--- config.mk ---
export PLATFORM = sky130hd
export DESIGN_NAME = sjl_judge
export DESIGN_NICKNAME = d
export VERILOG_FILES = /design/src/hw/rtl/sjl_pkg.sv /design/src/hw/rtl/sjl_judge.sv
export SDC_FILE = /design/constraint.sdc
export NUM_CORES = 1
export LEC_CHECK = 0
export ABC_AREA = 0
export CORE_ASPECT_RATIO = 2
export CORE_UTILIZATION = 40
export CTS_CLUSTER_DIAMETER = 50
export DETAILED_ROUTE_END_ITERATION = 7
export DONT_BUFFER_PORTS = 1
export GPL_TIMING_DRIVEN = 0
export SLEW_MARGIN = 20
export SYNTH_ARGS = -nofsm -noshare
export SYNTH_HDL_FRONTEND = slang
export SYNTH_SLANG_ARGS = --single-unit
--- constraint.sdc ---
create_clock -name clk -period 29.5 [get_ports clk]
set_input_delay 2.95 -clock clk [delete_from_list [all_inputs] [get_ports clk]]
set_output_delay 2.95 -clock clk [all_outputs]
set_load 0.02 [all_outputs]
--- src/hw/rtl/sjl_pkg.sv ---
// Shared types, constants and helper functions of the seam jump limiter.
package sjl_pkg;

  // Field widths
  localparam int POS_W      = 24;
  localparam int RANK_W     = 8;
  localparam int IDX_W      = 8;
  localparam int CNT_W      = 16;
  localparam int TOL_W      = 24;
  localparam int BASE_W     = 15;
  localparam int WID_W      = POS_W + 1;
  localparam int FRAC_W     = 8;
  localparam int CFG_DATA_W = 15;
  localparam int CFG_IDX_W  = 2;

  localparam int MAX_POINTS_DEF = 256;

  // Saturation limits
  localparam logic [TOL_W-1:0] TOL_MAX = {TOL_W{1'b1}};
  localparam logic [CNT_W-1:0] CNT_MAX = {CNT_W{1'b1}};

  // Register reset values
  localparam logic [7:0]        START_IMAGE_RST    = 8'd2;
  localparam logic [BASE_W-1:0] MAX_JUMP_WIDTH_RST = 15'd50;
  localparam logic [BASE_W-1:0] MAX_JUMP_DIFF_RST  = 15'd50;
  localparam logic [BASE_W-1:0] TOL_ADD_ON_RST     = 15'd0;

  typedef enum logic [CFG_IDX_W-1:0] {
    REG_START_IMAGE    = 2'd0,
    REG_MAX_JUMP_WIDTH = 2'd1,
    REG_MAX_JUMP_DIFF  = 2'd2,
    REG_TOL_ADD_ON     = 2'd3
  } reg_index_t;

  typedef enum logic {
    OP_POINT      = 1'b0,
    OP_SEAM_START = 1'b1
  } op_t;

  typedef struct packed {
    logic [7:0]        start_image;
    logic [BASE_W-1:0] max_jump_width;
    logic [BASE_W-1:0] max_jump_diff;
    logic [BASE_W-1:0] tol_add_on;
  } cfg_t;

  // Request held between the read stage and the decision stage
  typedef struct packed {
    op_t                      op;
    logic                     first;
    logic [IDX_W-1:0]         idx;
    logic signed [POS_W-1:0]  left;
    logic signed [POS_W-1:0]  right;
    logic [RANK_W-1:0]        rank;
    logic [WID_W-1:0]         cur_w;
  } item_t;

  // One stored pair, with its seam width kept alongside
  typedef struct packed {
    logic signed [POS_W-1:0] left;
    logic signed [POS_W-1:0] right;
    logic [RANK_W-1:0]       rank;
    logic [WID_W-1:0]        wid;
  } entry_t;

  typedef struct packed {
    logic             en;
    logic [IDX_W-1:0] idx;
    entry_t           entry;
  } wr_req_t;

  typedef struct packed {
    logic signed [POS_W-1:0] left;
    logic signed [POS_W-1:0] right;
    logic [RANK_W-1:0]       rank;
    logic [CNT_W-1:0]        reject_count;
  } result_t;

  // |a - b| of two signed positions
  function automatic logic [WID_W-1:0] abs_diff(logic signed [POS_W-1:0] a,
                                                logic signed [POS_W-1:0] b);
    logic signed [WID_W-1:0] d;
    d = WID_W'(a) - WID_W'(b);
    return d[WID_W-1] ? WID_W'(-d) : WID_W'(d);
  endfunction

  // |a - b| of two unsigned widths
  function automatic logic [WID_W-1:0] abs_wdiff(logic [WID_W-1:0] a,
                                                 logic [WID_W-1:0] b);
    logic [WID_W:0] d;
    d = {1'b0, a} - {1'b0, b};
    return d[WID_W] ? WID_W'(-d) : WID_W'(d);
  endfunction

  // Tolerance plus add-on, saturating
  function automatic logic [TOL_W-1:0] sat_add_tol(logic [TOL_W-1:0] a,
                                                   logic [BASE_W-1:0] add_on);
    logic [TOL_W:0] s;
    s = {1'b0, a} + (TOL_W+1)'({add_on, {FRAC_W{1'b0}}});
    return s[TOL_W] ? TOL_MAX : s[TOL_W-1:0];
  endfunction

  // Base register in whole units to Q16.8
  function automatic logic [TOL_W-1:0] to_q(logic [BASE_W-1:0] v);
    return TOL_W'({v, {FRAC_W{1'b0}}});
  endfunction

endpackage

--- src/hw/rtl/sjl_judge.sv ---
// Decision stage: jump checks, tolerance and counter state, store write request.
module sjl_judge #(
  parameter int MAX_POINTS = sjl_pkg::MAX_POINTS_DEF
) (
  input  logic             clk,
  input  logic             rst,
  input  sjl_pkg::cfg_t    cfg,
  input  logic             fire,
  input  sjl_pkg::item_t   item,
  input  sjl_pkg::entry_t  stored,
  output sjl_pkg::result_t result,
  output sjl_pkg::wr_req_t wr
);
  import sjl_pkg::*;

  localparam int CW = $clog2(MAX_POINTS + 1);

  logic [CNT_W-1:0] image_count, image_count_next;
  logic [TOL_W-1:0] tol_w, tol_w_next;
  logic [TOL_W-1:0] tol_d, tol_d_next;
  logic [CNT_W-1:0] rejections, rejections_next;
  logic [CW-1:0]    stored_count, stored_count_next;
  entry_t           last_entry;

  logic [CNT_W-1:0] ic_inc;
  logic             load;
  logic [TOL_W-1:0] tw_use, td_use;
  logic             active, use_mem, reject, in_range, keep;
  entry_t           ref_entry, out_entry;
  logic [WID_W-1:0] jump_l, jump_r, jump_w;
  logic [31:0]      idx_plus;

  // Image count step, and tolerance reload on the first point of the first image
  always_comb begin
    ic_inc = image_count;
    if (item.first && image_count != CNT_MAX) begin
      ic_inc = image_count + 1'b1;
    end
    load   = item.first && image_count == '0;
    tw_use = load ? to_q(cfg.max_jump_width) : tol_w;
    td_use = load ? to_q(cfg.max_jump_diff) : tol_d;
    active = (ic_inc >= CNT_W'(cfg.start_image)) && stored_count != '0;
  end

  // Reads past the stored count take the last entry
  assign use_mem   = {24'd0, item.idx} < 32'(stored_count);
  assign ref_entry = use_mem ? stored : last_entry;

  // Jump checks
  assign jump_l = abs_diff(ref_entry.left, item.left);
  assign jump_r = abs_diff(ref_entry.right, item.right);
  assign jump_w = abs_wdiff(ref_entry.wid, item.cur_w);
  assign reject = active && (jump_l > {1'b0, tw_use} || jump_r > {1'b0, tw_use}
                             || jump_w > {1'b0, td_use});

  // Output pair and what goes back to the store
  always_comb begin
    if (reject) begin
      out_entry = ref_entry;
    end else begin
      out_entry.left  = item.left;
      out_entry.right = item.right;
      out_entry.rank  = item.rank;
      out_entry.wid   = item.cur_w;
    end
    keep     = out_entry.rank != '0;
    in_range = {24'd0, item.idx} < 32'(MAX_POINTS);
    idx_plus = {24'd0, item.idx} + 32'd1;
  end

  assign wr.en    = fire && item.op == OP_POINT && keep && in_range;
  assign wr.idx   = item.idx;
  assign wr.entry = out_entry;

  // State update
  always_comb begin
    image_count_next  = image_count;
    tol_w_next        = tol_w;
    tol_d_next        = tol_d;
    rejections_next   = rejections;
    stored_count_next = stored_count;
    if (item.op == OP_SEAM_START) begin
      image_count_next  = '0;
      rejections_next   = '0;
      tol_w_next        = to_q(cfg.max_jump_width);
      tol_d_next        = to_q(cfg.max_jump_diff);
      stored_count_next = '0;
    end else begin
      tol_w_next = tw_use;
      tol_d_next = td_use;
      if (active) begin
        if (reject) begin
          tol_w_next = sat_add_tol(tw_use, cfg.tol_add_on);
          tol_d_next = sat_add_tol(td_use, cfg.tol_add_on);
          if (rejections != CNT_MAX) begin
            rejections_next = rejections + 1'b1;
          end
        end else begin
          tol_w_next = to_q(cfg.max_jump_width);
          tol_d_next = to_q(cfg.max_jump_diff);
        end
      end
      image_count_next = ic_inc;
      if (!keep && ic_inc != '0) begin
        image_count_next = ic_inc - 1'b1;
      end
      if (keep && in_range && idx_plus > 32'(stored_count)) begin
        stored_count_next = CW'(idx_plus);
      end
    end
  end

  always_ff @(posedge clk) begin
    if (rst) begin
      image_count  <= '0;
      tol_w        <= '0;
      tol_d        <= '0;
      rejections   <= '0;
      stored_count <= '0;
    end else if (fire) begin
      image_count  <= image_count_next;
      tol_w        <= tol_w_next;
      tol_d        <= tol_d_next;
      rejections   <= rejections_next;
      stored_count <= stored_count_next;
    end
  end

  // Copy of the entry at stored_count-1
  always_ff @(posedge clk) begin
    if (wr.en && idx_plus >= 32'(stored_count)) begin
      last_entry <= out_entry;
    end
  end

  assign result.left         = out_entry.left;
  assign result.right        = out_entry.right;
  assign result.rank         = out_entry.rank;
  assign result.reject_count = rejections_next;

endmodule

# Yosys cells after proc, flatten, opt, wreduce, memory -nomap -nowiden
# Index checks and enable logic that the tools add are counted.
# op_classes
addsub	12
n_lt_le_gt_ge	7
n_eq_ne	2
mux	24
n_bitwise	1
n_reduce_logical	18
# ops
cell	count
$mux 24	10
$mux 81	2
$mux 16	7
$gt 25x24->1	3
$mux 25	3
$neg 25->25	3
$add 24x23->25	2
$sub 24x24->25	2
$add 16x1->16 const B	2
$ne 16x16->1 const B	2
$sub 25x25->26	1
$mux 9	2
$ge 16x8->1	1
$logic_not 16->1	1
$reduce_bool 16->1	1
$sub 16x1->16 const B	1
$add 8x1->9 const B	1
$ge 9x9->1	1
$gt 9x9->1	1
$logic_and 1x1->1	9
$lt 8x9->1	1
$reduce_bool 9->1	1
$reduce_bool 8->1	1
$logic_or 1x1->1	2
4 further kinds	4
# word_totals
register_bits	170
output_inout_bits	162

# Depth between registers and ports, before layout
# depth
ltp_word	15
ltp_mapped	45
depth_no_buf	40

# Worst setup path after synthesis
# Ideal clock, no wire load.
# synth_path
path_type	input to register
start	input port item[82] in the netlist's numbering
end	register last_entry[0] in the netlist's numbering (enable)
arrival_ns	16.367
t_required_ns	28.880
path_slack_ns	12.514
path_stages	38
path_buffers	4
path_cell_list	ha_1 > nor2b_1 > o21a_1 > o21ai_0 > nand2b_1 > a21oi_1 > nor2b_1 > o21ai_0 > a211oi_1 > clkbuf_1 > buf_1 > clkbuf_1 > mux2i_1 > ha_1 > inv_1 > fa_1 > a21o_1 > a31o_2 > [2 not listed] > o211a_1 > o21ai_1 > or4b_1 > or3_1 > nor3_1 > mux2i_1 > xnor2_1 > ha_1 > a2111oi_0 > o211ai_1 > o31ai_1 > o221a_2 > o211ai_1 > a211o_1 > o21ai_2 > a22oi_4 > buf_4 > nor3_1
# synth_via
elab_chain_len	13
# synth_rtl
item	line_no	source
start, declared	sjl_judge.sv:9	input sjl_pkg::item_t item,
$lt 8x9->1	sjl_judge.sv:46	assign use_mem = {24'd0, item.idx} < 32'(stored_count);
$mux 81	sjl_judge.sv:47	assign ref_entry = use_mem ? stored : last_entry;
$sub 24x24->25	sjl_pkg.sv:83	d = WID_W'(a) - WID_W'(b);
$neg 25->25	sjl_pkg.sv:84	return d[WID_W-1] ? WID_W'(-d) : WID_W'(d);
$mux 25	sjl_pkg.sv:84	
$gt 25x24->1	sjl_judge.sv:53	assign reject = active && (jump_l > {1'b0, tw_use} || jump_r > {1'b0, tw_use}
$logic_or 1x1->1	sjl_judge.sv:53	
$logic_or 1x1->1	sjl_judge.sv:54	|| jump_w > {1'b0, td_use});
$logic_and 1x1->1	sjl_judge.sv:53	
$mux 81	sjl_judge.sv:58	if (reject) begin
$reduce_bool 8->1	sjl_judge.sv:66	keep = out_entry.rank != '0;
$logic_and 1x1->1	sjl_judge.sv:71	assign wr.en = fire && item.op == OP_POINT && keep && in_range;
$logic_and 1x1->1 *	sjl_judge.sv:131	if (wr.en && idx_plus >= 32'(stored_count)) begin
end signal, assigned	sjl_judge.sv:132	last_entry <= out_entry;
end, declared	sjl_judge.sv:23	entry_t last_entry;
# Every way passes the cells marked *; elsewhere a longest branch is shown, timed or not.
# A chain may end at the register's enable or synchronous reset.

==> results.yml <==
sta:
  timing.final.hold_violations: 0
  timing_max_transition_violations_final: 0
  fin_hold_ws_ns: 0.440
  rsz0062_at_grt: "no"
  setup_violating_endpoint_count_in_the_final_report: 0
  setup_slack_ns: 10.94
  worst_slew_margin_rel_pct: 27.3
  worst_pin_slew_ns: 1.08
  fin_crit_sh_pct: 62.9
  clock-skew-final_ns: 0.0218
  final.min_clock_period_ns: 18.56
  fmax_mhz: 53.9
  setup_total_negative_slack_ns: 0
layout:
  fillCellCount: 5170
  post_layout_nonfiller_instances: 3294
  multiInputGateArea_um2: 14600
  layout-area-overhead-vs-synth_pct: 7.38
  drive_gt1_share_pct: 11.7
  final_net_count: 3072
  ff_latch_area_um2: 4210
floorplanning:
  cell_rows: 116
  area_of_the_core_region_um2: 50200
  floorplan.initialDensity_pct: 40.8
  design.die.area_um2: 52100
  io-pin-count: 390
  die_extent_in_y_um: 322
  die_x_um: 162
setup_path:
  worst-endpoint-required_ns: 26.55
  crit_top_cell: "sky130_fd_sc_hd__o21ai_0"
  end_kind: "output port"
  cp-start-kind: "primary input"
  crit_slowest_cell: "sky130_fd_sc_hd__buf_1"
  crit_path_kind: "in2out"
  worst_path_largest_cell_delay_ns: 0.83
  crit_path_max_fanout: 10
  worstPathArrival_ns: 15.61
global_routing:
  grt_antenna_before_repair: 1
  groute.usage.overall_pct: 27.9
  grt_max_degree: 18
  grt_pass1_vias: 20027
  grt_first_pass_wirelength_um: 111000
  grt_overflow_total: 0
pwr:
  leakage_uw: 0.00927
  power_per_cell_area_nw_per_um2: 52.7
  worst_ir_drop_vdd_mv: 0.0374
logic_synthesis:
  synthCells: 2603
  syn_nets: 3044
  synth.yosys.seq_area_share_pct: 20.6
  async_reset_ff_share_pct: 0
  syn_area_um2: 20500
  yosys_warnings: 0
  synthDistinctLibCells: 98
  syn_area_per_cell_um2: 7.86
  synth_flop_cell: "sky130_fd_sc_hd__dfxtp_1"
  ys_seq_elements: 170
  synth_enable_flop_cells: 81
drt:
  ant_nets: 0
  detail_route.first_pass.iterations: 6
  initialDrtViolationCount: 1249
  met2_wirelength_um: 39500
  top_signal_layer_used: "met5"
  remaining_drc_errors: 0
  met1_length_um: 25000
  length_of_routed_met3_wiring_um: 4160
  wl_per_cell_um: 22.5
  route.final.wire_length_um: 74200
  detailroute.via_count: 19728
  viasPerCell: 5.99
worst_hold_path:
  timing.hold.worst.class: "reg2reg"
cts:
  tritoncts.num_buffers: 17
  path_clk_slew_ns: 0.09
  cts_tree: "done"
  postCtsSetupRepairBufs: 0
  cts.root.buffer_cell: "sky130_fd_sc_hd__clkbuf_16"
  clock_sink_count: 170
  hold_buf_cts: 0
  clkLatencyLatePin_ns: 0.48
  htreeDepth: 4
  clock_path_buffers: 2
  cts_resized: 0
placed_design:
  dpl.hpwl_um: 61800
  io_buffers: 0
  placed_cells_incl_taps: 3261
  dp_worst_setup_slack_ns: 10.88
  gp_routability_congestion: 0.988
run_status:
  result_of_the_run: "finished clean"
run:
  maxCapViolations: 0
## state kept, by name, summed over array words and instances (netlist names)
register	cells
last_entry	81
tol_d	24
stored_count	9
tol_w	24
image_count	16
rejections	16
## power breakdown
group | switching [uW] | internal, uW | total (uW) | leakage [uW]
combinational | 391 | 255 | 646 | 0.00749
clock | 121 | 130 | 251 | 0.000307
sequential | 3.68 | 257 | 261 | 0.00147
total | 516 | 643 | 1160 | 0.00927
## logic make-up (layout without fill, tap and decap cells)
kind of cell | count (synthesis) | count (layout) | share of synthesized area, %
and+or+nand+nor | 821 | 821 | 19.5
AOI/OAI and AO/OA | 701 | 701 | 22.5
buffers and inverters | 363 | 404 | 8.09
adders and majority gates | 213 | 213 | 13.2
xor gates and xnor gates | 172 | 172 | 7.36
DFF | 170 | 170 | 20.6
muxes | 163 | 163 | 8.83
other | 0 | 1 | 0
## path summary, 6_finish.rpt
check | from | end | slack [ns] | depth (start not counted)
max reg2reg | stored_count[1]$_SDFFE_PP0P_ | last_entry[0]$_DFFE_PP_ | 16.14 | 46
min | tol_w[23]$_SDFFE_PP0P_ | tol_w[23]$_SDFFE_PP0P_ | 0.44 | 2
max | item[82] | wr[28] | 10.94 | 42
min reg2reg | tol_w[23]$_SDFFE_PP0P_ | tol_w[23]$_SDFFE_PP0P_ | 0.44 | 2
## routing by layer
layer  GRT usage, %  up-vias
met5              0        -
met4           20.9        2
met3           4.80      225
met2           53.6      742
met1           25.8     9331
li1               -     9428
## cells in the final DEF, fill, tap and decap left out, types with 20 or more instances in the layout
master and n:
sky130_fd_sc_hd__xnor2_1 116, sky130_fd_sc_hd__buf_2 24, sky130_fd_sc_hd__nor2_1 178, sky130_fd_sc_hd__mux2i_1 23, sky130_fd_sc_hd__o211ai_1 20, sky130_fd_sc_hd__o21a_1 31
sky130_fd_sc_hd__o21ai_0 169, sky130_fd_sc_hd__ha_1 208, sky130_fd_sc_hd__xor2_1 56, sky130_fd_sc_hd__a21oi_1 177, sky130_fd_sc_hd__nand2b_1 20, sky130_fd_sc_hd__dfxtp_1 89
sky130_fd_sc_hd__and3_1 39, sky130_fd_sc_hd__nor2b_1 22, sky130_fd_sc_hd__nor3_1 78, sky130_fd_sc_hd__inv_1 189, sky130_fd_sc_hd__mux2_2 139, sky130_fd_sc_hd__and2_1 22
sky130_fd_sc_hd__o31ai_1 21, sky130_fd_sc_hd__nand3_1 52, sky130_fd_sc_hd__edfxtp_1 81, sky130_fd_sc_hd__a31oi_1 24, sky130_fd_sc_hd__nand4_1 40, sky130_fd_sc_hd__clkbuf_1 77
sky130_fd_sc_hd__buf_4 74, sky130_fd_sc_hd__nand2_1 274, sky130_fd_sc_hd__a21o_1 68
## through the flow
step	utilization (%)	power [uW]	cell area, um^2
2_1_floorplan	-	752	20500
3_3_place_gp	42.4	893	21300
3_5_place_dp	42.5	906	21400
4_1_cts	43.8	1160	22000
5_1_grt	43.8	1240	22000
6_report	43.8	1160	22000
## cell type report
| type | instances | share of cell area [%] |
|---|---|---|
| inverters | 190 | 3.25 |
| flip-flops and latches | 170 | 19.2 |
| diodes | 1 | 0.0114 |
| repair buffers | 9 | 0.325 |
| well taps | 649 | 3.70 |
| clock inverters | 13 | 0.643 |
| clock buffers | 19 | 2.16 |
| multi-input cells | 2070 | 66.4 |
| plain buffers | 173 | 4.29 |
## critical path: cells and delay by family
kind	cells	cell delay, ns
xor gates and xnor gates	2	0.66
and+or+nand+nor	6	0.70
adders and majority gates	4	1.31
buffers and inverters	9	4.30
AOI/OAI and AO/OA	20	5.29
muxes	1	0.34
## cell usage after synthesis (all sizes together), types with 40 or more instances
master  number  area [um^2]
nand2      274         1030
ha         208         2600
inv        189          709
o21ai      182          918
nor2       180          686
a21oi      179          903
mux2       140         1580
xnor2      116         1020
buf         95          649
dfxtp       89         1780
nor3        84          452
edfxtp      81         2430
clkbuf      78          293
a21o        68          510
xor2        56          490
nand3       52          260
nand4       40          250
No activity file was read; power rests on OpenSTA's default activity.
